[src/hw/rtl/bar_moving_average_bank_macros.svh]
// ----------------------------------------------------------------------------
// Assertion macros for the bar moving average bank
// Concurrent checks clocked by clk_i and disabled while rst_ni is low.
// ----------------------------------------------------------------------------
`ifndef BAR_MOVING_AVERAGE_BANK_MACROS_SVH
`define BAR_MOVING_AVERAGE_BANK_MACROS_SVH
`ifndef SYNTH
`define BMAB_ASSERT(name, prop, msg) \
  name: assert property (@(posedge clk_i) disable iff (!rst_ni) prop) else $error(msg);
`define BMAB_ASSERT_NEVER(name, expr, msg) \
  name: assert property (@(posedge clk_i) disable iff (!rst_ni) !(expr)) else $error(msg);
`else
`define BMAB_ASSERT(name, prop, msg)
`define BMAB_ASSERT_NEVER(name, expr, msg)
`endif
`endif

[src/hw/rtl/bmab_pkg.sv]
// ----------------------------------------------------------------------------
// Moving average bank package
// Sizes, codes, shared types and helper functions of the averaging bank.
// ----------------------------------------------------------------------------
package bmab_pkg;

  localparam int HIST_DEPTH   = 256;
  localparam int PRICE_BITS   = 32;
  localparam int SMA_CHANNELS = 2;
  localparam int EMA_CHANNELS = 2;

  localparam int ADDR_BITS      = $clog2(HIST_DEPTH);
  localparam int FILL_BITS      = $clog2(HIST_DEPTH + 1);
  localparam int LEN_BITS       = 8;
  localparam int ALPHA_BITS     = 16;
  localparam int FRAC_BITS      = 16;
  localparam int SUM_BITS       = 40;
  localparam int AVG_BITS       = 32;
  localparam int EMA_BITS       = 48;
  localparam int ACC_BITS       = EMA_BITS + FRAC_BITS;
  localparam int MULT_BITS      = ALPHA_BITS + 1;
  localparam int DIV_STEP_BITS  = $clog2(SUM_BITS);
  localparam int MULT_STEP_BITS = $clog2(MULT_BITS);
  localparam int RD_BITS        = $clog2(SMA_CHANNELS + 1);
  localparam int CFG_ADDR_BITS  = 4;
  localparam int CFG_DATA_BITS  = 16;
  localparam int MIN_LENGTH     = 2;

  localparam logic [LEN_BITS-1:0]   SMA0_LEN_RESET  = LEN_BITS'(10);
  localparam logic [LEN_BITS-1:0]   SMAN_LEN_RESET  = LEN_BITS'(20);
  localparam logic [ALPHA_BITS-1:0] EMA0_ALPHA_RESET = ALPHA_BITS'(10082);
  localparam logic [ALPHA_BITS-1:0] EMAN_ALPHA_RESET = ALPHA_BITS'(4855);

  typedef enum logic [1:0] {
    SRC_OPEN  = 2'd0,
    SRC_HIGH  = 2'd1,
    SRC_LOW   = 2'd2,
    SRC_CLOSE = 2'd3
  } src_e;

  typedef enum logic [0:0] {
    FLD_PARAM  = 1'b0,
    FLD_SOURCE = 1'b1
  } cfg_field_e;

  typedef enum logic [1:0] {
    TOP_IDLE,
    TOP_LOAD,
    TOP_RUN,
    TOP_OUT
  } top_state_e;

  typedef enum logic [1:0] {
    SMA_IDLE,
    SMA_ADD,
    SMA_SUB,
    SMA_DIV
  } sma_state_e;

  typedef enum logic [1:0] {
    EMA_IDLE,
    EMA_MUL_OLD,
    EMA_MUL_NEW
  } ema_state_e;

  typedef struct packed {
    logic [PRICE_BITS-1:0] open_price;
    logic [PRICE_BITS-1:0] high_price;
    logic [PRICE_BITS-1:0] low_price;
    logic [PRICE_BITS-1:0] close_price;
  } bar_t;

  localparam int BAR_BITS = $bits(bar_t);

  typedef struct packed {
    logic start;
    logic clear;
    logic capture;
  } sma_ctrl_t;

  typedef struct packed {
    logic                busy;
    logic                full;
    logic [AVG_BITS-1:0] average;
  } sma_stat_t;

  typedef struct packed {
    logic                busy;
    logic                seeded;
    logic [EMA_BITS-1:0] value;
  } ema_stat_t;

  function automatic logic [PRICE_BITS-1:0] pick_price(input bar_t bar, input src_e src);
    logic [PRICE_BITS-1:0] price;
    unique case (src)
      SRC_OPEN:  price = bar.open_price;
      SRC_HIGH:  price = bar.high_price;
      SRC_LOW:   price = bar.low_price;
      SRC_CLOSE: price = bar.close_price;
    endcase
    return price;
  endfunction

  function automatic logic [LEN_BITS-1:0] eff_length(input logic [LEN_BITS-1:0] len);
    logic [LEN_BITS-1:0] res;
    res = len;
    if (int'(len) < MIN_LENGTH) res = LEN_BITS'(MIN_LENGTH);
    if (int'(res) > HIST_DEPTH - 1) res = LEN_BITS'(HIST_DEPTH - 1);
    return res;
  endfunction

  function automatic logic [ADDR_BITS-1:0] back_slot(input logic [ADDR_BITS-1:0] newest,
                                                     input logic [LEN_BITS-1:0] back);
    logic [ADDR_BITS:0] diff;
    diff = {1'b0, newest} - (ADDR_BITS + 1)'(back);
    if (diff[ADDR_BITS]) begin
      diff = diff + (ADDR_BITS + 1)'(HIST_DEPTH);
    end
    return diff[ADDR_BITS-1:0];
  endfunction

  function automatic logic [CFG_ADDR_BITS-1:0] sma_reg(input int ch, input cfg_field_e fld);
    return CFG_ADDR_BITS'(2 * ch + int'(fld));
  endfunction

  function automatic logic [CFG_ADDR_BITS-1:0] ema_reg(input int ch, input cfg_field_e fld);
    return CFG_ADDR_BITS'(2 * SMA_CHANNELS + 2 * ch + int'(fld));
  endfunction

endpackage

[src/hw/rtl/bmab_ema_lane.sv]
// ----------------------------------------------------------------------------
// Exponential moving average lane
// Seeds on the first price, then blends with a bit-serial shift-add multiplier.
// ----------------------------------------------------------------------------
module bmab_ema_lane import bmab_pkg::*; (
  input  logic                  clk_i,
  input  logic                  rst_ni,
  input  logic                  start_i,
  input  logic [ALPHA_BITS-1:0] alpha_i,
  input  src_e                  source_i,
  input  bar_t                  new_bar_i,
  output ema_stat_t             stat_o
);

  localparam logic [MULT_BITS-1:0] MULT_ONE   = MULT_BITS'(1) << FRAC_BITS;
  localparam logic [ACC_BITS-1:0]  ROUND_HALF = ACC_BITS'(1) << (FRAC_BITS - 1);

  ema_state_e                state_q, state_d;
  logic [EMA_BITS-1:0]       value_q, value_d;
  logic                      seeded_q, seeded_d;
  logic [ACC_BITS-1:0]       acc_q, acc_d;
  logic [ACC_BITS-1:0]       mcand_q, mcand_d;
  logic [MULT_BITS-1:0]      mplier_q, mplier_d;
  logic [MULT_STEP_BITS-1:0] step_q, step_d;
  logic [ACC_BITS-1:0]       acc_sum;
  logic [PRICE_BITS-1:0]     price;
  logic                      last_step;

  assign price     = pick_price(new_bar_i, source_i);
  assign last_step = step_q == '0;
  assign acc_sum   = mplier_q[0] ? acc_q + mcand_q : acc_q;

  always_comb begin
    state_d = state_q;
    unique case (state_q)
      EMA_IDLE:    if (start_i && seeded_q) state_d = EMA_MUL_OLD;
      EMA_MUL_OLD: if (last_step) state_d = EMA_MUL_NEW;
      EMA_MUL_NEW: if (last_step) state_d = EMA_IDLE;
      default:     state_d = EMA_IDLE;
    endcase
  end

  always_comb begin
    value_d  = value_q;
    seeded_d = seeded_q;
    acc_d    = acc_q;
    mcand_d  = mcand_q;
    mplier_d = mplier_q;
    step_d   = step_q;
    unique case (state_q)
      EMA_IDLE: begin
        if (start_i && seeded_q) begin
          acc_d    = ROUND_HALF;
          mcand_d  = ACC_BITS'(value_q);
          mplier_d = MULT_ONE - MULT_BITS'(alpha_i);
          step_d   = MULT_STEP_BITS'(MULT_BITS - 1);
        end else if (start_i) begin
          value_d  = EMA_BITS'(ACC_BITS'(price) << FRAC_BITS);
          seeded_d = 1'b1;
        end
      end
      EMA_MUL_OLD: begin
        acc_d = acc_sum;
        if (last_step) begin
          mcand_d  = ACC_BITS'(price) << FRAC_BITS;
          mplier_d = MULT_BITS'(alpha_i);
          step_d   = MULT_STEP_BITS'(MULT_BITS - 1);
        end else begin
          mcand_d  = mcand_q << 1;
          mplier_d = mplier_q >> 1;
          step_d   = step_q - MULT_STEP_BITS'(1);
        end
      end
      EMA_MUL_NEW: begin
        acc_d    = acc_sum;
        mcand_d  = mcand_q << 1;
        mplier_d = mplier_q >> 1;
        step_d   = step_q - MULT_STEP_BITS'(1);
        if (last_step) begin
          value_d = acc_sum[ACC_BITS-1:FRAC_BITS];
        end
      end
      default: begin
        step_d = '0;
      end
    endcase
  end

  always_comb begin
    stat_o.busy   = state_q != EMA_IDLE;
    stat_o.seeded = seeded_q;
    stat_o.value  = value_q;
  end

  always_ff @(posedge clk_i or negedge rst_ni) begin
    if (!rst_ni) begin
      state_q  <= EMA_IDLE;
      value_q  <= '0;
      seeded_q <= 1'b0;
      step_q   <= '0;
    end else begin
      state_q  <= state_d;
      value_q  <= value_d;
      seeded_q <= seeded_d;
      step_q   <= step_d;
    end
  end

  always_ff @(posedge clk_i) begin
    acc_q    <= acc_d;
    mcand_q  <= mcand_d;
    mplier_q <= mplier_d;
  end

endmodule

[config.mk]
export PLATFORM = sky130hd
export DESIGN_NAME = bmab_ema_lane
export DESIGN_NICKNAME = d
export VERILOG_FILES = /design/src/hw/rtl/bar_moving_average_bank_macros.svh /design/src/hw/rtl/bmab_pkg.sv /design/src/hw/rtl/bmab_ema_lane.sv
export SDC_FILE = /design/constraint.sdc
export NUM_CORES = 1
export LEC_CHECK = 0
export BUFFER_PORTS_ARGS = -buffer_cell sky130_fd_sc_hd__buf_2
export CORE_MARGIN = 3
export CORE_UTILIZATION = 28
export CTS_CLUSTER_SIZE = 8
export DETAILED_ROUTE_END_ITERATION = 16
export GPL_ROUTABILITY_DRIVEN = 0
export PLACE_DENSITY = 0.48
export REMOVE_ABC_BUFFERS = 1
export SYNTH_ARGS = -nofsm -noshare
export SYNTH_HDL_FRONTEND = slang
export SYNTH_SLANG_ARGS = --single-unit
[constraint.sdc]
create_clock -name clk_i -period 13.75 [get_ports clk_i]
set_input_delay 1.375 -clock clk_i [delete_from_list [all_inputs] [get_ports clk_i]]
set_output_delay 1.375 -clock clk_i [all_outputs]
set_load 0.01 [all_outputs]
==> results.cfg, run 1 <==
[setup_path]
cp_data_arrival_time_ns = 4.18
timing.rr.end = acc_q[40]
critPathKind = flop to flop
r2r_slack_ns = 9.85
cp_data_required_time_ns = 14.03
startpoint_type = flop
crit_fanout = 5
rr_worst_depth = 13
critPathCaptureType = flop
r2r_start = mcand_q[0]

[run]
maxCapViolations = 0

[die]
die_w_um = 229
pin_count = 199
row_count = 81
start_util = 0.285
die_area_um2 = 52600
fp.dieH_um = 229
core_area_um2 = 49100

[synth]
synth-main-ff-cell = edfxtp_1
yosysMostFrequentCell = a21oi_1
yosysTopAreaCell = edfxtp_1
ys_warn_count = 0
synth_top_area_share = 0.312
synth_area_leaders = edfxtp_1 (31%), dfrtp_1 (10%), ha_1 (6.2%), a21oi_1 (5.9%), mux4_2 (5.2%)
synthCells = 1447
synth-seq-cells = 201
async_flop_share = 0.279
synth_cell_types = 74
synth_edf_count = 145
syn-cell-area_um2 = 14000
synth_area_per_cell_um2 = 9.65
seq_area_frac_synth = 0.412
synth_top_cells_by_count = a21oi_1 (165), edfxtp_1 (145), nor2_1 (121)

[timing]
setup_viol = 0
slew_violations = 0
setup_slack_ns = 9.85
finalCritPeriodShare = 0.283
rsz0062_at_grt = false
worstMarginPinSlew_ns = 0.998
fin_skew_ns = 0.0149
fmax_mhz = 257
slew_headroom = 0.334
finalHoldViolations = 0
fin_crit_ns = 3.90
tns_ns = 0

[pwr]
power_density_nw_per_um2 = 297
power_frac_seq = 0.272
ir_drop_mv = 0.192
switchingPower_mw = 2.33
p_sw_frac = 0.478
p_leak_nw = 6.63
p_comb_frac = 0.591
intPower_mw = 2.54
clockPowerShare = 0.137

[cells_and_area]
syn_to_final_growth_pct = 17.5
drive_above_1_share = 0.185
layout.nets = 1820
fin_cells = 2287
num_antenna_cells = 0

[drt]
vias = 12014
dr.pass1.iters = 5
drt_iter0_drc = 973
wl_per_cell_um = 20.6
drc = 0
drt-total-wl_mm = 47.1
detail-route-antenna-nets = 0
vias_per_cell = 5.25

[place]
pre_cts_slack_ns = 9.76
port_buffers = 198
dp.cells = 2234
dp_hpwl_mm = 34.2

[clock_tree]
cts_resized = 0
numCtsBuffers = 29
cts.sink_count = 201
cts-root-buf = clkbuf_16
cts_hold_buffers = 0
clk_path_buf_depth = 3
post_cts_buffers = 0
worst_skew_pair.late_latency_ns = 0.56
path_clk_slew_ns = 0.05
tritoncts = built
htree_levels = 1

[grt]
grt_antenna_before_repair = 0
first_global_vias = 12025
grt_overflow = 0
grt.total_usage = 0.175
grt_pass1_wl_mm = 72.3
grt_start_max_net_pins = 126

[hold_path]
hold_path_class = flop to flop
hold_depth = 1
hold_start = seeded_q
hold_path_end = seeded_q

[outcome]
outcome = completed
## routing by layer
layer | GRT usage | routed length (um) | up-vias
li1 | - | - | 5766
met1 | 0.227 | 20200 | 5828
met2 | 0.307 | 23200 | 334
met3 | 0.0223 | 2200 | 86
met4 | 0.0471 | 1420 | 0
met5 | 0 | 0 | -
## worst max path at each step
| stage | from | endpoint | slack [ns] | cells past startpoint |
|---|---|---|---|---|
| after floorplan | start_i | acc_q[16] | 6.14 | 2 |
| after global placement | start_i | acc_q[59] | 9.75 | 5 |
| after detailed placement | start_i | acc_q[60] | 9.76 | 5 |
| after CTS | mcand_q[0] | acc_q[40] | 9.94 | 13 |
| after global routing | mcand_q[0] | acc_q[40] | 9.60 | 13 |
| final | mcand_q[0] | acc_q[40] | 9.85 | 13 |
## cells in the final DEF, fill, tap and decap left out, types with 27 or more instances in the layout
master     count
buf_2        198
a21oi_1      165
edfxtp_1     145
nor2_1       120
nand2_1       95
o21ai_0       93
ha_1          68
dfrtp_1       56
nor2b_1       51
a22oi_1       46
inv_1         44
xnor2_1       38
mux2i_1       37
and3_1        35
mux4_2        32
nand3_1       29
clkbuf_16     29
a21o_1        28
xor2_1        27
## per-stage QoR
step / area (um^2) / total power, mW / utilization / hold WS [ns]
after detailed placement: 15600 / 4.22 / 0.318 / 0.493
after CTS: 16400 / 4.91 / 0.334 / 0.507
after global placement: 15600 / 4.20 / 0.318 / 0.488
final: 16400 / 4.88 / 0.334 / 0.500
after floorplan: 13600 / 3.33 / - / 0.481
after global routing: 16400 / 5.28 / 0.334 / 0.516
## area by class of cell
class                      count  area (um^2)
fill                        5149        32600
multi-input combinational   1111         7700
inverter                      44          165
sequential                   201         5760
clock buffer                  51          808
timing repair buffer         214         1120
clock inverter                 2         17.5
tap                          664          831
## power groups by stage
stage | logic [mW] | clock network (mW) | registers, mW
3_5_place_dp | 2.89 | 0 | 1.34
2_1_floorplan | 2.01 | 0 | 1.32
4_1_cts | 2.89 | 0.683 | 1.33
3_3_place_gp | 2.86 | 0 | 1.34
5_1_grt | 3.20 | 0.713 | 1.36
6_report | 2.88 | 0.668 | 1.33
## sequential cells by signal (all words and copies together), names as in the netlist
| register | cells |
|---|---|
| step_q | 5 |
| seeded_q | 1 |
| mplier_q | 17 |
| value_q | 48 |
| acc_q | 64 |
| state_q | 2 |
| mcand_q | 64 |
## logic make-up after synthesis
| logic type | count (synthesis) | synth area share |
|---|---|---|
| AO/OA/AOI/OAI | 472 | 0.211 |
| AND/OR/NAND/NOR | 434 | 0.156 |
| flip-flops | 201 | 0.412 |
| buffers and inverters | 135 | 0.0377 |
| multiplexers | 70 | 0.0790 |
| adder cells (fa/ha/maj) | 70 | 0.0633 |
| XOR/XNOR | 65 | 0.0408 |
## worst max-delay path, stage by stage (launching register included)
cell       delay [ns]
edfxtp_1         0.34
ha_1             0.19
inv_1            0.06
fa_1             0.38
nand2b_1         0.19
a21oi_1          0.28
nor3b_1          0.11
o21ai_0          0.40
a21oi_1          0.25
o41ai_4          0.47
a21oi_1          0.15
mux2i_1          0.14
a2111oi_1        0.58
nor2b_1          0.09
Note: power is estimated with default switching activity, not from simulation.
==> run 2, diff against run 1 <==
==> constraint.sdc (replaced) <==
create_clock -name clk_i -period 3.9 [get_ports clk_i]
set_input_delay 0.39 -clock clk_i [delete_from_list [all_inputs] [get_ports clk_i]]
set_output_delay 0.39 -clock clk_i [all_outputs]
set_load 0.01 [all_outputs]
==> results.cfg, run 2 (synthesis gave the netlist of run 1 again) <==
[outcome]
outcome = completed

[clock_tree]
clk_path_buf_depth = 3
path_clk_slew_ns = 0.05
htree_levels = 1
cts-root-buf = clkbuf_16
cts.sink_count = 201
numCtsBuffers = 29
tritoncts = built
worst_skew_pair.late_latency_ns = 0.56

[setup_path]
crit_path_max_incr_delay_ns = 0.37
cp_cell_sequence = ha_1 > inv_1 > fa_1 > nand2b_1 > a21oi_1 > nor3b_1 > o21ai_0 > a21oi_1 > o41ai_4 > buf_4 > a31oi_1 > and4_1 > nor3_1 > nor2b_1
cp_data_arrival_time_ns = 3.94
slowest_stage = fa_1
crit_fanout = 5
worst_path_most_repeated_cell = a21oi_1
cp_data_required_time_ns = 4.21
critPathKind = flop to flop
critPathCaptureType = flop
startpoint_type = flop

[cells_and_area]
fin_area_um2 = 16500
drive_above_1_share = 0.191
syn_to_final_growth_pct = 18.4
num_antenna_cells = 0
fin_cells = 2299
reg_top3 = acc_q x64, mcand_q x64, value_q x48
mostFrequentLayoutCells = buf_2 (198), a21oi_1 (165), edfxtp_1 (145)
layout.nets = 1833
mostFrequentLayoutCell = buf_2

[place]
dp.cells = 2245
postPlaceCellArea_um2 = 15700
dp_hpwl_mm = 34.7
pre_cts_slack_ns = 0.227
port_buffers = 198

[timing]
worstMarginPinSlew_ns = 1.07
slew_headroom = 0.289
finalCritPeriodShare = 0.931
fmax_mhz = 275
setup_viol = 0
fin_crit_ns = 3.63
setup_slack_ns = 0.269
finalHoldViolations = 0
fin_skew_ns = 0.0173
slew_violations = 0
rsz0062_at_grt = false

[drt]
drt-total-wl_mm = 47.0
vias = 12013
wl_per_cell_um = 20.5
drt_iter0_drc = 916
dr.pass1.iters = 5
drc = 0
detail-route-antenna-nets = 0
vias_per_cell = 5.23

[grt]
use_met2 = 0.305
grt_use_met3 = 0.0279
grt.busiest_layer = met2
grt_overflow = 0
grt_antenna_before_repair = 1
first_global_vias = 12150
met1_usage = 0.227
grt_pass1_wl_mm = 72.5
grt_start_max_net_pins = 85
grt.total_usage = 0.175

[die]
die_w_um = 229
pin_count = 199
start_util = 0.285
core_area_um2 = 49100
row_count = 81
die_area_um2 = 52600
fp.dieH_um = 229

[pwr]
power_density_nw_per_um2 = 1050
ir_drop_mv = 0.578
p_leak_nw = 6.70

[hold_path]
hold_path_class = input pin to flop

[run]
maxCapViolations = 0
-- run 2: what timing repair did --
| item | in CTS | in global routing |
|---|---|---|
| endpoints found under the hold margin | 17 | 0 |
| endpoints found under the setup margin | 0 | 4 |
| hold buffers | 1 | 0 |
| buffers inserted | 0 | 1 |
| resized for setup | 0 | 1 |
-- run 2: cell type report --
class,count,area [um^2]
Clock inverter,1,5.00
Clock buffer,51,818
Sequential cell,201,5760
Timing Repair Buffer,227,1250
Multi-Input combinational cell,1111,7700
Inverter,44,165
Fill cell,5124,32500
Tap cell,664,831
-- run 2: final timing paths --
path | startpoint | to | slack [ns] | cells past startpoint
min in group asynchronous | rst_ni | value_q[15] | 0.34 | 2
worst min register to register | seeded_q | seeded_q | 0.51 | 1
worst max register to register | mcand_q[0] | acc_q[48] | 0.27 | 14
worst max-delay path | mcand_q[0] | acc_q[48] | 0.27 | 14
worst min-delay path | start_i | seeded_q | 0.08 | 2
max in group asynchronous | rst_ni | value_q[18] | 2.54 | 3
-- run 2: worst max-delay path, delay by kind of cell, from the launching register on --
kind                       cells  cell delay, ns
AOI/OAI and AO/OA              5            1.31
adders and majority gates      2            0.57
buffers and inverters          2            0.26
DFF                            1            0.35
and+or+nand+nor                5            0.88
-- run 2: per-layer routing --
metal / share of wire / vias up
met1: 0.44 / 5864
met2: 0.49 / 286
met3: 0.045 / 72
met5: 0 / -
li1: - / 5791
met4: 0.027 / 0
-- run 2: through the flow --
stage / power, mW / utilization / hold slack (ns) / TNS [ns]
3_3_place_gp: 14.9 / 0.320 / 0.395 / 0
3_5_place_dp: 15.0 / 0.320 / 0.388 / 0
5_1_grt: 18.8 / 0.337 / 0.0663 / 0
2_1_floorplan: 11.8 / - / 0.0944 / -428.49
4_1_cts: 17.4 / 0.337 / 0.0530 / 0
6_report: 17.3 / 0.337 / 0.0844 / 0
-- run 2: where the power goes --
| part | internal (mW) | switching, mW | total [mW] |
|---|---|---|---|
| registers | 3.89 | 0.699 | 4.59 |
| clock network | 1.39 | 0.977 | 2.37 |
| logic | 3.79 | 6.58 | 10.4 |
| total | 9.08 | 8.26 | 17.3 |
