`src/hw/rtl/bar_moving_average_bank_macros.svh`:
```
// ----------------------------------------------------------------------------
// Assertion macros for the bar moving average bank
// Concurrent checks clocked by clk_i and disabled while rst_ni is low.
// ----------------------------------------------------------------------------
`ifndef BAR_MOVING_AVERAGE_BANK_MACROS_SVH
`define BAR_MOVING_AVERAGE_BANK_MACROS_SVH
`ifndef SYNTH
`define BMAB_ASSERT(name, prop, msg) \
  name: assert property (@(posedge clk_i) disable iff (!rst_ni) prop) else $error(msg);
`define BMAB_ASSERT_NEVER(name, expr, msg) \
  name: assert property (@(posedge clk_i) disable iff (!rst_ni) !(expr)) else $error(msg);
`else
`define BMAB_ASSERT(name, prop, msg)
`define BMAB_ASSERT_NEVER(name, expr, msg)
`endif
`endif

```
`src/hw/rtl/bmab_ram.sv`:
```
// ----------------------------------------------------------------------------
// Generic single-port-write RAM
// One write port and one read port with registered read data.
// ----------------------------------------------------------------------------
module bmab_ram #(
  parameter int WIDTH = 8,
  parameter int DEPTH = 16
) (
  input  logic                     clk_i,
  input  logic                     we_i,
  input  logic [$clog2(DEPTH)-1:0] waddr_i,
  input  logic [WIDTH-1:0]         wdata_i,
  input  logic [$clog2(DEPTH)-1:0] raddr_i,
  output logic [WIDTH-1:0]         rdata_o
);

  logic [WIDTH-1:0] mem_q [DEPTH];

  always_ff @(posedge clk_i) begin
    if (we_i) begin
      mem_q[waddr_i] <= wdata_i;
    end
    rdata_o <= mem_q[raddr_i];
  end

endmodule

```
`config.mk`:
```
export PLATFORM = sky130hd
export DESIGN_NAME = bmab_ram
export DESIGN_NICKNAME = d
export VERILOG_FILES = /design/src/hw/rtl/bar_moving_average_bank_macros.svh /design/src/hw/rtl/bmab_ram.sv
export SDC_FILE = /design/constraint.sdc
export NUM_CORES = 1
export LEC_CHECK = 0
export BUFFER_PORTS_ARGS = -buffer_cell sky130_fd_sc_hd__buf_2
export CORE_MARGIN = 2
export CORE_UTILIZATION = 65
export DETAILED_ROUTE_END_ITERATION = 8
export HOLD_SLACK_MARGIN = 0.02
export PLACE_DENSITY = 0.85
export SLEW_MARGIN = 30
export SYNTH_ARGS = -nofsm -noshare
export SYNTH_HDL_FRONTEND = slang
export SYNTH_SLANG_ARGS = --single-unit
```
`constraint.sdc`:
```
create_clock -name clk_i -period 2.95 [get_ports clk_i]
set_input_delay 0.59 -clock clk_i [delete_from_list [all_inputs] [get_ports clk_i]]
set_output_delay 0.59 -clock clk_i [all_outputs]
set_load 0.03 [all_outputs]
```
==> impl_table.tex, run 1 <==
\begin{tabular}{lr}
\hline
Metric & Value \\
\hline
\multicolumn{2}{l}{\textbf{Clock network}} \\
\quad Maximum buffer depth of the clock tree & 2 \\
\quad Root buffer cell & sky130\_fd\_sc\_hd\_\_clkbuf\_8 \\
\quad CTS resizes & 0 \\
\quad Number of sinks handled by clock tree synthesis & 136 \\
\quad Number of clock buffers inserted by TritonCTS & 17 \\
\quad Clock transition time at the flip-flop clock pins of the worst setup and hold paths & around 60 ps \\
\quad Post-CTS setup buffer count & 0 \\
\quad Level count of the clock H-tree & 4 \\
\quad Number of hold buffers added after CTS & 0 \\
\quad Latest clock arrival within the worst-skew pair & 520 ps \\
\quad TritonCTS clock tree & done \\
\multicolumn{2}{l}{\textbf{Worst setup path}} \\
\quad Arrival time of data at the critical path endpoint & 2220 ps \\
\quad Launching element type of the critical path & primary input \\
\quad Setup CP Type & in2reg \\
\quad Setup crit end kind & register \\
\quad Worst EP required & 3350 ps \\
\quad Worst setup path endpoint & rdata\_o[1]\$\_DFF\_P\_ \\
\quad Origin of the worst setup path & raddr\_i[0] \\
\quad Capture instance of the worst register-to-register path & rdata\_o[6]\$\_DFF\_P\_ \\
\quad R2r setup slk & 1490 ps \\
\quad Maximum fanout encountered on the critical timing path & 17 \\
\quad Worst R2R Start & mem\_q[1][6]\$\_DFFE\_PP\_ \\
\quad R2r worst-path depth & 3 \\
\multicolumn{2}{l}{\textbf{GRT}} \\
\quad Aggregate global routing overflow & 0 \\
\quad Maximum number of pins on one net before global-route repair & 33 \\
\quad Number of global-route vias before repair & 2619 \\
\quad Number of antenna violations at the first check in global routing & 0 \\
\quad Global-route wire length before repair & 15400 um \\
\quad Total GRT Usage & a little over a quarter \\
\multicolumn{2}{l}{\textbf{STA}} \\
\quad Shortest clock period the worst path allows after layout & between 1500 and 2000 ps \\
\quad Endpoints failing setup & 0 \\
\quad Actual transition at the worst max-transition pin & 755 ps \\
\quad Final slew viol count & 0 \\
\quad Ratio of final minimum period to clock period & 61.4\% \\
\quad Fmax achieved & 552 MHz \\
\quad Aggregate negative setup slack & 0 ps \\
\quad Slew headroom & roughly half \\
\quad Count of endpoints failing hold in the final timing report & 0 \\
\quad Setup repair after global routing missed its margin & no \\
\quad Post-Route Skew & 7.37 ps \\
\multicolumn{2}{l}{\textbf{Die}} \\
\quad Placeable core region & 7690 um\^{}2 \\
\quad Effective utilization at floorplan & between 60\% and 70\% \\
\quad Total number of placement rows & 32 \\
\quad Die outline height & 93.0 um \\
\quad I/O pin cnt & 26 \\
\quad Die width & slightly above 90 um \\
\quad Area of the die & slightly below 9000 um\^{}2 \\
\multicolumn{2}{l}{\textbf{Logic synthesis}} \\
\quad Area share of the largest cell type after synthesis & between 70 and 80\% \\
\quad Number of enable-type register cells in the synthesized netlist & 128 \\
\quad Syn. warnings & 0 \\
\quad Most frequently used flop master after synthesis & sky130\_fd\_sc\_hd\_\_edfxtp\_1 \\
\quad Mapped Avg Cell Area & 22.5 um\^{}2 \\
\quad Netlist cell types & 19 \\
\quad Sequential-to-total area share from yosys stat & approximately 78\% \\
\quad Number of instances in the synthesized netlist & 229 \\
\quad Fraction of synthesis flops using an asynchronous set or reset pin & 0\% \\
\quad Dominant cell type by area after synthesis & sky130\_fd\_sc\_hd\_\_edfxtp\_1 \\
\quad Post-Synthesis Cell Area & between 5000 and 6000 um\^{}2 \\
\quad Top area cells in the synthesized netlist & sky130\_fd\_sc\_hd\_\_edfxtp\_1 75\%, sky130\_fd\_sc\_hd\_\_mux4\_2 7.9\%, sky130\_fd\_sc\_hd\_\_mux4\_1 7.1\% \\
\quad FF+latch count, synth & 136 \\
\quad Synth Net Count & roughly 250 \\
\multicolumn{2}{l}{\textbf{Place}} \\
\quad \# port buffers & 25 \\
\quad Placed wire-length estimate & between 5000 and 6000 um \\
\quad Cells after DPL & 361 \\
\quad Global placer's final weighted congestion & around 0.80 \\
\multicolumn{2}{l}{\textbf{Drt}} \\
\quad Pre-antenna DRT Iters & 5 \\
\quad Routed length per placed instance & 26.3 um \\
\quad Detailed-route via count & approximately 2500 \\
\quad Via/cell ratio & 6.44 \\
\quad Final routed wirelength across all metal layers & 10300 um \\
\quad DRC Markers & 0 \\
\quad Detailed router's first-iteration violation count & 294 \\
\quad Post-DRT Antenna Nets & 0 \\
\multicolumn{2}{l}{\textbf{Status}} \\
\quad Outcome & finished, final reports clean \\
\multicolumn{2}{l}{\textbf{Final layout}} \\
\quad Layout cell share with drive strength beyond 1 & 31.3\% \\
\quad Number of nets in the final layout & approximately 300 \\
\quad Area growth from synthesis to final layout & 16.0\% \\
\quad Fillers & 409 \\
\quad Count of antenna diodes in the layout & 0 \\
\quad Final standard cell count with taps included and fillers excluded & roughly 400 \\
\multicolumn{2}{l}{\textbf{Worst hold path}} \\
\quad Hold crit path type & in2reg \\
\multicolumn{2}{l}{\textbf{Flow run}} \\
\quad Max-capacitance violation count & 0 \\
\multicolumn{2}{l}{\textbf{Pwr}} \\
\quad Max IR drop VDD & slightly below 500 uV \\
\quad Pleak & 2.03 nW \\
\quad Power density relative to cell area & 718 nW/um\^{}2 \\
\hline
\end{tabular}
-- power breakdown --
group	leakage, nW	switching (W)	internal, W
combinational	0.550	0.000137	0.0000823
clock	0.252	0.000780	0.00111
sequential	1.22	0.0000143	0.00216
-- metrics by stage --
step / power (W) / hold slack (ps) / instance area (um^2) / util, % / setup slack (ps)
after floorplan: 0.00235 / 629 / 5150 / - / 867
after global placement: 0.00242 / 651 / 5430 / 70.6 / 627
after detailed placement: 0.00243 / 654 / 5430 / 70.6 / 622
after CTS: 0.00431 / 430 / 5970 / 77.7 / 1140
after global routing: 0.00442 / 445 / 5970 / 77.7 / 993
final: 0.00429 / 457 / 5970 / 77.7 / 1140
-- cell families after synthesis --
| logic type | Yosys count | share of synthesized area (%) |
|---|---|---|
| mux | 32 | 15.0 |
| compound gates | 16 | 2.33 |
| buf+inv | 10 | 1.68 |
| simple gates | 35 | 3.18 |
| flops | 136 | 77.8 |
-- routing by layer --
layer  track usage (%)  vias to the layer above  share of wire [%]
met1              35.5                     1284                 39
met4              13.1                        0                3.1
met2              40.3                      152                 50
li1                  -                     1071                  -
met3              8.30                       25                8.1
met5                 0                        -                  0
-- worst max-delay path, stage by stage --
cell and delay [ps]:
sky130_fd_sc_hd__buf_2 440, sky130_fd_sc_hd__buf_4 340, sky130_fd_sc_hd__mux4_1 570, sky130_fd_sc_hd__a22oi_1 200, sky130_fd_sc_hd__nand2_1 60
-- worst min-delay path by stage --
stage / start / to / cells past startpoint
after global routing: wdata_i[7] / mem_q[1][7]$_DFFE_PP_ / 1
after global placement: mem_q[11][4]$_DFFE_PP_ / rdata_o[4]$_DFF_P_ / 3
after detailed placement: mem_q[14][3]$_DFFE_PP_ / rdata_o[3]$_DFF_P_ / 3
final: wdata_i[7] / mem_q[1][7]$_DFFE_PP_ / 1
after floorplan: mem_q[7][0]$_DFFE_PP_ / rdata_o[0]$_DFF_P_ / 3
after CTS: wdata_i[7] / mem_q[1][7]$_DFFE_PP_ / 1
-- cell type report --
cell class	instances	area, um^2	share of cell area, %
well taps	102	128	2.14
flip-flops and latches	136	4000	67.1
clock buffers	17	414	6.94
multi-input cells	83	1060	17.7
repair buffers	40	238	3.98
clock inverters	15	130	2.18
-- state kept, by name, summed over array words and instances, names as in the netlist --
register,flops
mem_q,128
rdata_o,8
-- Yosys cell counts, drive strengths merged (2+ instances only) --
cell and count:
a22oi 16, mux4 32, nand3b 2, edfxtp 128, nand2 9, nor3 4
clkdlybuf4s25 3, nor2 13, dfxtp 8, nand2b 2, buf 7
-- cell usage in the layout (no fill, tap or decap), types with 2 or more instances in the layout --
master / count
sky130_fd_sc_hd__clkbuf_16: 16
sky130_fd_sc_hd__nand2b_1: 2
sky130_fd_sc_hd__nor2_1: 13
sky130_fd_sc_hd__mux4_2: 18
sky130_fd_sc_hd__nand2_1: 9
sky130_fd_sc_hd__a22oi_1: 16
sky130_fd_sc_hd__edfxtp_1: 128
sky130_fd_sc_hd__clkinv_4: 2
sky130_fd_sc_hd__dfxtp_1: 8
sky130_fd_sc_hd__nand3b_1: 2
sky130_fd_sc_hd__clkinv_2: 4
sky130_fd_sc_hd__inv_6: 2
sky130_fd_sc_hd__clkinvlp_4: 6
sky130_fd_sc_hd__nor3_1: 4
sky130_fd_sc_hd__buf_4: 15
sky130_fd_sc_hd__buf_2: 25
sky130_fd_sc_hd__mux4_1: 14
(Power assumes the default switching activity.)
==> run 2, diff against run 1 <==
--- a/config.mk
+++ b/config.mk
@@ -7,10 +7,10 @@
 export LEC_CHECK = 0
 export BUFFER_PORTS_ARGS = -buffer_cell sky130_fd_sc_hd__buf_2
 export CORE_MARGIN = 2
-export CORE_UTILIZATION = 65
+export CORE_UTILIZATION = 54
 export DETAILED_ROUTE_END_ITERATION = 8
 export HOLD_SLACK_MARGIN = 0.02
-export PLACE_DENSITY = 0.85
+export PLACE_DENSITY = 0.75
 export SLEW_MARGIN = 30
 export SYNTH_ARGS = -nofsm -noshare
 export SYNTH_HDL_FRONTEND = slang
==> constraint.sdc (replaced) <==
create_clock -name clk_i -period 1.45 [get_ports clk_i]
set_input_delay 0.29 -clock clk_i [delete_from_list [all_inputs] [get_ports clk_i]]
set_output_delay 0.29 -clock clk_i [all_outputs]
set_load 0.03 [all_outputs]
==> impl_table.tex, run 2 (synthesized netlist as in run 1, its figures left out) <==
\begin{tabular}{lr}
\hline
Metric & Value \\
\hline
\multicolumn{2}{l}{\textbf{Drt}} \\
\quad Detailed router's first-iteration violation count & 254 (was 294) \\
\quad Pre-antenna DRT Iters & 5 (unchanged) \\
\quad Final routed wirelength across all metal layers & 10100 um (was 10300 um) \\
\quad DRC Markers & 0 (unchanged) \\
\quad Detailed-route via count & 2516 (was 2532) \\
\quad Via/cell ratio & 5.82 (was 6.44) \\
\quad Routed length per placed instance & 23.5 um (was 26.3 um) \\
\quad Post-DRT Antenna Nets & 0 (unchanged) \\
\multicolumn{2}{l}{\textbf{Worst setup path}} \\
\quad Maximum fanout encountered on the critical timing path & 1 (was 17) \\
\quad Setup CP Type & reg2reg (was in2reg) \\
\quad Worst EP required & 1850 ps (was 3350 ps) \\
\quad Setup crit end kind & register (unchanged) \\
\quad Arrival time of data at the critical path endpoint & 1800 ps (was 2220 ps) \\
\quad Launching element type of the critical path & register (was primary input) \\
\multicolumn{2}{l}{\textbf{Place}} \\
\quad Global placer's final weighted congestion & 0.799 (was 0.802) \\
\quad Cells after DPL & 400 (was 361) \\
\quad \# port buffers & 25 (unchanged) \\
\quad Placed wire-length estimate & 6240 um (was 5930 um) \\
\quad Post-detailed-placement cell area & 5590 um\^{}2 (was 5430 um\^{}2) \\
\quad Worst slack after detailed placement & -269 ps (was 622 ps) \\
\multicolumn{2}{l}{\textbf{STA}} \\
\quad Shortest clock period the worst path allows after layout & 1400 ps \\
\quad Count of endpoints failing hold in the final timing report & 0 (unchanged) \\
\quad Post-Route Skew & 5.72 ps (was 7.37 ps) \\
\quad Aggregate negative setup slack & 0 ps (unchanged) \\
\quad Final slew viol count & 0 (unchanged) \\
\quad Actual transition at the worst max-transition pin & 802 ps (was 755 ps) \\
\quad Ratio of final minimum period to clock period & a little over nine tenths \\
\quad Fmax achieved & 713 MHz \\
\quad Setup repair after global routing missed its margin & no (unchanged) \\
\quad PnR worst setup slack & 48.3 ps (was 1140 ps) \\
\quad Endpoints failing setup & 0 (unchanged) \\
\quad Slew headroom & 46.4\% (was 49.5\%) \\
\multicolumn{2}{l}{\textbf{Final layout}} \\
\quad Largest Register & mem\_q (unchanged) \\
\quad Count of antenna diodes in the layout & 0 (unchanged) \\
\quad Area of the multi-input gates & 1070 um\^{}2 (was 1060 um\^{}2) \\
\quad Layout cell share with drive strength beyond 1 & 34.3\% (was 31.3\%) \\
\quad Final standard cell count with taps included and fillers excluded & 432 (was 393) \\
\quad Fillers & 577 (was 409) \\
\quad Register cell area after layout & 4000 um\^{}2 (unchanged) \\
\quad Area growth from synthesis to final layout & 20.2\% (was 16.0\%) \\
\quad Most common library cell in the layout ignoring fill and taps & sky130\_fd\_sc\_hd\_\_edfxtp\_1 (unchanged) \\
\quad Top library cells by usage in the layout, fill and taps aside & 128 x sky130\_fd\_sc\_hd\_\_edfxtp\_1, 25 x sky130\_fd\_sc\_hd\_\_buf\_2, 25 x sky130\_fd\_sc\_hd\_\_buf\_4, 18 x sky130\_fd\_sc\_hd\_\_mux4\_2 (was 128 x sky130\_fd\_sc\_hd\_\_edfxtp\_1, 25 x sky130\_fd\_sc\_hd\_\_buf\_2, 18 x sky130\_fd\_sc\_hd\_\_mux4\_2, 16 x sky130\_fd\_sc\_hd\_\_a22oi\_1, 16 x sky130\_fd\_sc\_hd\_\_clkbuf\_16) \\
\quad Area of all placed cells without fillers & 6190 um\^{}2 (was 5970 um\^{}2) \\
\quad Number of nets in the final layout & 308 (was 296) \\
\quad Layout Utilization & 66.9\% (was 77.7\%) \\
\quad Biggest regs & mem\_q (128), rdata\_o (8) (unchanged) \\
\quad Number of flip-flops under the largest register name & 128 (unchanged) \\
\multicolumn{2}{l}{\textbf{Worst hold path}} \\
\quad Hold crit path type & in2reg (unchanged) \\
\multicolumn{2}{l}{\textbf{Die}} \\
\quad Die outline height & 102 um (was 93.0 um) \\
\quad Placeable core region & 9240 um\^{}2 (was 7690 um\^{}2) \\
\quad Die width & 102 um (was 93.0 um) \\
\quad Total number of placement rows & 35 (was 32) \\
\quad Area of the die & 10300 um\^{}2 (was 8650 um\^{}2) \\
\quad Effective utilization at floorplan & 55.7\% (was 67.0\%) \\
\quad I/O pin cnt & 26 (unchanged) \\
\multicolumn{2}{l}{\textbf{GRT}} \\
\quad Total GRT Usage & 22.1\% (was 26.5\%) \\
\quad Number of antenna violations at the first check in global routing & 0 (unchanged) \\
\quad Global-route wire length before repair & 15500 um (was 15400 um) \\
\quad Aggregate global routing overflow & 0 (unchanged) \\
\quad Number of global-route vias before repair & 2563 (was 2619) \\
\quad Maximum number of pins on one net before global-route repair & 21 (was 33) \\
\multicolumn{2}{l}{\textbf{Clock network}} \\
\quad Root buffer cell & sky130\_fd\_sc\_hd\_\_clkbuf\_8 (unchanged) \\
\quad Number of clock buffers inserted by TritonCTS & 17 (unchanged) \\
\quad Number of sinks handled by clock tree synthesis & 136 (unchanged) \\
\quad Clock transition time at the flip-flop clock pins of the worst setup and hold paths & 60 ps (about the same) \\
\quad Number of hold buffers added after CTS & 0 (unchanged) \\
\quad Latest clock arrival within the worst-skew pair & 510 ps (was 520 ps) \\
\quad Maximum buffer depth of the clock tree & 2 (unchanged) \\
\quad Level count of the clock H-tree & 4 (unchanged) \\
\quad Post-CTS setup buffer count & 0 (unchanged) \\
\quad TritonCTS clock tree & done (unchanged) \\
\quad CTS resizes & 0 (unchanged) \\
\multicolumn{2}{l}{\textbf{Pwr}} \\
\quad Pleak & 2.14 nW (was 2.03 nW) \\
\quad Power density relative to cell area & 1480 nW/um\^{}2 (was 718 nW/um\^{}2) \\
\quad Max IR drop VDD & 761 uV (was 483 uV) \\
\multicolumn{2}{l}{\textbf{Status}} \\
\quad Outcome & finished, final reports clean (unchanged) \\
\multicolumn{2}{l}{\textbf{Flow run}} \\
\quad Max-capacitance violation count & 0 (unchanged) \\
\hline
\end{tabular}
==> run 2: cell types whose count changed in the layout (fill, tap and decap cells not counted), moves of 2 or more <==
| cell | before | now |
|---|---|---|
| sky130_fd_sc_hd__buf_4 | 15 | 25 |
| sky130_fd_sc_hd__buf_12 | 0 | 2 |
| sky130_fd_sc_hd__clkinvlp_4 | 6 | 2 |
| sky130_fd_sc_hd__bufinv_16 | 1 | 3 |
| sky130_fd_sc_hd__clkbuf_8 | 1 | 3 |
| sky130_fd_sc_hd__nor3_2 | 0 | 3 |
| sky130_fd_sc_hd__clkbuf_1 | 0 | 2 |
| sky130_fd_sc_hd__nor3_1 | 4 | 1 |
==> run 2: power breakdown <==
| part | internal (W) | switching, W |
|---|---|---|
| sequential | 0.00440 | 0.0000272 |
| clock | 0.00271 | 0.00153 |
| combinational | 0.000187 | 0.000285 |
| total | 0.00729 | 0.00185 |
==> run 2: path summary, 6_finish.rpt <==
check                                            start                     to  slack (ps)  depth (start not counted)
worst min-delay path                        wdata_i[1]  mem_q[4][1]$_DFFE_PP_         170                          1
worst max register to register   mem_q[2][1]$_DFFE_PP_     rdata_o[1]$_DFF_P_          50                          3
worst min register to register  mem_q[12][1]$_DFFE_PP_     rdata_o[1]$_DFF_P_         670                          3
worst max-delay path             mem_q[2][1]$_DFFE_PP_     rdata_o[1]$_DFF_P_          50                          3
==> run 2: worst max-delay path, cell delays in order, from the launching register on <==
cell,delay (ps)
sky130_fd_sc_hd__edfxtp_1,370
sky130_fd_sc_hd__mux4_1,520
sky130_fd_sc_hd__a22oi_1,320
sky130_fd_sc_hd__nand2_1,80
==> run 2: per-layer routing <==
| metal | up-vias | routed length [um] | track usage [%] | share of wire, % |
|---|---|---|---|---|
| li1 | 1095 | - | - | - |
| met1 | 1303 | 4330 | 30.5 | 43 |
| met2 | 101 | 5010 | 33.9 | 49 |
| met3 | 17 | 597 | 6.07 | 5.9 |
| met4 | 0 | 194 | 8.84 | 1.9 |
| met5 | - | 0 | 0 | 0 |
==> run 2: area by class of cell <==
type	count	share of cell area [%]
sequential	136	64.7
clock buffer	21	7.26
multi-input combinational	83	17.3
clock inverter	11	2.37
tap	129	2.61
timing repair buffer	52	5.70
==> run 2: through the flow <==
step / hold WS (ps) / total power [W]
after global placement: 649 / 0.00495
after CTS: 148 / 0.00919
after floorplan: 389 / 0.00477
final: 168 / 0.00914
after detailed placement: 667 / 0.00498
after global routing: 163 / 0.00940
==> run 3, diff against run 2 <==
--- a/config.mk
+++ b/config.mk
@@ -11,6 +11,7 @@
 export DETAILED_ROUTE_END_ITERATION = 8
 export HOLD_SLACK_MARGIN = 0.02
 export PLACE_DENSITY = 0.75
+export RECOVER_POWER = 50
 export SLEW_MARGIN = 30
 export SYNTH_ARGS = -nofsm -noshare
 export SYNTH_HDL_FRONTEND = slang
==> impl_table.tex, run 3 (synthesized netlist as in run 1, its figures left out) <==
\begin{tabular}{lr}
\hline
Metric & Value \\
\hline
\multicolumn{2}{l}{\textbf{Die}} \\
\quad Die outline height & 102 um (unchanged) \\
\quad Die width & 102 um (unchanged) \\
\quad Total number of placement rows & 35 (unchanged) \\
\quad Area of the die & 10300 um\^{}2 (unchanged) \\
\quad Placeable core region & 9240 um\^{}2 (unchanged) \\
\quad I/O pin cnt & 26 (unchanged) \\
\quad Effective utilization at floorplan & 55.7\% (unchanged) \\
\multicolumn{2}{l}{\textbf{Pwr}} \\
\quad Power density relative to cell area & 1480 nW/um\^{}2 (about the same) \\
\quad Max IR drop VDD & 757 uV (was 761 uV) \\
\quad Pleak & 2.11 nW (was 2.14 nW) \\
\multicolumn{2}{l}{\textbf{STA}} \\
\quad Post-Route Skew & 5.64 ps (was 5.72 ps) \\
\quad Final slew viol count & 0 (unchanged) \\
\quad Ratio of final minimum period to clock period & 96.7\% (about the same) \\
\quad Worst Hold Slack & 314 ps (was 168 ps) \\
\quad Slew headroom & 45.9\% (was 46.4\%) \\
\quad Fmax achieved & 714 MHz (was 713 MHz) \\
\quad Shortest clock period the worst path allows after layout & 1400 ps (about the same) \\
\quad Count of endpoints failing hold in the final timing report & 0 (unchanged) \\
\quad Setup repair after global routing missed its margin & no (unchanged) \\
\quad Actual transition at the worst max-transition pin & 810 ps (was 802 ps) \\
\quad Endpoints failing setup & 0 (unchanged) \\
\multicolumn{2}{l}{\textbf{Clock network}} \\
\quad Number of hold buffers added after CTS & 0 (unchanged) \\
\quad Latest clock arrival within the worst-skew pair & 510 ps (about the same) \\
\quad CTS resizes & 0 (unchanged) \\
\quad TritonCTS clock tree & done (unchanged) \\
\quad Number of clock buffers inserted by TritonCTS & 17 (unchanged) \\
\quad Root buffer cell & sky130\_fd\_sc\_hd\_\_clkbuf\_8 (unchanged) \\
\quad Level count of the clock H-tree & 4 (unchanged) \\
\quad Number of sinks handled by clock tree synthesis & 136 (unchanged) \\
\quad Post-CTS setup buffer count & 0 (unchanged) \\
\quad Maximum buffer depth of the clock tree & 2 (unchanged) \\
\quad Clock transition time at the flip-flop clock pins of the worst setup and hold paths & 60 ps (about the same) \\
\multicolumn{2}{l}{\textbf{Drt}} \\
\quad DRC Markers & 0 (unchanged) \\
\quad Detailed-route via count & 2509 (was 2516) \\
\quad Final routed wirelength across all metal layers & 10100 um (about the same) \\
\quad Detailed router's first-iteration violation count & 256 (was 254) \\
\quad Pre-antenna DRT Iters & 5 (unchanged) \\
\quad Via/cell ratio & 5.81 (was 5.82) \\
\quad Post-DRT Antenna Nets & 0 (unchanged) \\
\quad Routed length per placed instance & 23.4 um (was 23.5 um) \\
\multicolumn{2}{l}{\textbf{Worst hold path}} \\
\quad Hold crit path type & in2reg (unchanged) \\
\multicolumn{2}{l}{\textbf{Final layout}} \\
\quad Number of nets in the final layout & 308 (unchanged) \\
\quad Area of all placed cells without fillers & 6170 um\^{}2 (was 6190 um\^{}2) \\
\quad Layout Utilization & 66.8\% (was 66.9\%) \\
\quad Fillers & 581 (was 577) \\
\quad Area growth from synthesis to final layout & 19.8\% (was 20.2\%) \\
\quad Top library cells by usage in the layout, fill and taps aside & 128 x sky130\_fd\_sc\_hd\_\_edfxtp\_1, 23 x sky130\_fd\_sc\_hd\_\_buf\_4, 18 x sky130\_fd\_sc\_hd\_\_mux4\_2, 17 x sky130\_fd\_sc\_hd\_\_buf\_2 (was 128 x sky130\_fd\_sc\_hd\_\_edfxtp\_1, 25 x sky130\_fd\_sc\_hd\_\_buf\_2, 25 x sky130\_fd\_sc\_hd\_\_buf\_4, 18 x sky130\_fd\_sc\_hd\_\_mux4\_2) \\
\quad Largest Register & mem\_q (unchanged) \\
\quad Biggest regs & mem\_q (128), rdata\_o (8) (unchanged) \\
\quad Register cell area after layout & 4000 um\^{}2 (unchanged) \\
\quad Most common library cell in the layout ignoring fill and taps & sky130\_fd\_sc\_hd\_\_edfxtp\_1 (unchanged) \\
\quad Number of flip-flops under the largest register name & 128 (unchanged) \\
\quad Layout cell share with drive strength beyond 1 & 31.0\% (was 34.3\%) \\
\quad Count of antenna diodes in the layout & 0 (unchanged) \\
\quad Area of the multi-input gates & 1070 um\^{}2 (unchanged) \\
\multicolumn{2}{l}{\textbf{GRT}} \\
\quad Global-route wire length before repair & 15500 um (unchanged) \\
\quad Maximum number of pins on one net before global-route repair & 21 (unchanged) \\
\quad Total GRT Usage & 22.1\% (unchanged) \\
\quad Number of antenna violations at the first check in global routing & 0 (unchanged) \\
\quad Number of global-route vias before repair & 2563 (unchanged) \\
\quad Aggregate global routing overflow & 0 (unchanged) \\
\multicolumn{2}{l}{\textbf{Place}} \\
\quad Placed wire-length estimate & 6240 um (unchanged) \\
\quad \# port buffers & 25 (unchanged) \\
\quad Global placer's final weighted congestion & 0.799 (unchanged) \\
\quad Post-detailed-placement cell area & 5590 um\^{}2 (unchanged) \\
\multicolumn{2}{l}{\textbf{Worst setup path}} \\
\quad Setup CP Type & reg2reg (unchanged) \\
\quad Worst EP required & 1850 ps (about the same) \\
\quad Setup crit end kind & register (unchanged) \\
\quad Launching element type of the critical path & register (unchanged) \\
\quad Maximum fanout encountered on the critical timing path & 1 (unchanged) \\
\quad Arrival time of data at the critical path endpoint & 1800 ps (about the same) \\
\multicolumn{2}{l}{\textbf{Status}} \\
\quad Outcome & finished, final reports clean (unchanged) \\
\multicolumn{2}{l}{\textbf{Flow run}} \\
\quad Max-capacitance violation count & 0 (unchanged) \\
\hline
\end{tabular}
## run 3: cell types whose count changed in the layout (fill, tap and decap cells not counted)
cell                       delta
sky130_fd_sc_hd__clkbuf_1    +10
sky130_fd_sc_hd__buf_2        -8
sky130_fd_sc_hd__buf_4        -2
## run 3: worst paths after layout
| check | slack [ps] | start | cells past startpoint | endpoint |
|---|---|---|---|---|
| hold / removal | 310 | wdata_i[1] | 1 | mem_q[4][1]$_DFFE_PP_ |
| hold reg to reg | 670 | mem_q[12][1]$_DFFE_PP_ | 3 | rdata_o[1]$_DFF_P_ |
| setup reg to reg | 50 | mem_q[2][1]$_DFFE_PP_ | 3 | rdata_o[1]$_DFF_P_ |
| setup / recovery | 50 | mem_q[2][1]$_DFFE_PP_ | 3 | rdata_o[1]$_DFF_P_ |
## run 3: metal layers
metal / vias up / global-route usage, % / wire length (um)
met5: - / 0 / 0
met4: 0 / 8.84 / 199
met3: 18 / 6.07 / 643
met2: 102 / 33.9 / 5000
met1: 1292 / 30.5 / 4260
li1: 1097 / - / -
## run 3: per-stage QoR
stage | total power [W] | std cells | setup slack [ps] | TNS [ps]
final | 0.00914 | 432 | 48.5 | 0
after global routing | 0.00939 | 432 | 14.4 | 0
after CTS | 0.00919 | 432 | 24.4 | 0
after detailed placement | 0.00498 | 400 | -269 | -5500
after global placement | 0.00495 | 400 | -237 | -3830
after floorplan | 0.00477 | 229 | -106 | -3260
## run 3: report_power, final
| group | switching [W] | internal, W | total, W |
|---|---|---|---|
| combinational | 0.000284 | 0.000182 | 0.000466 |
| sequential | 0.0000273 | 0.00440 | 0.00442 |
| clock | 0.00153 | 0.00271 | 0.00424 |
## run 3: cell type report
cell class	instances	area share (%)
repair buffers	52	5.44
flip-flops and latches	136	64.9
clock buffers	21	7.28
multi-input cells	83	17.4
clock inverters	11	2.37
well taps	129	2.62
## run 3: worst max-delay path, stage by stage (launching register included)
cell and delay (ps):
sky130_fd_sc_hd__edfxtp_1 370, sky130_fd_sc_hd__mux4_1 520, sky130_fd_sc_hd__a22oi_1 320, sky130_fd_sc_hd__nand2_1 80
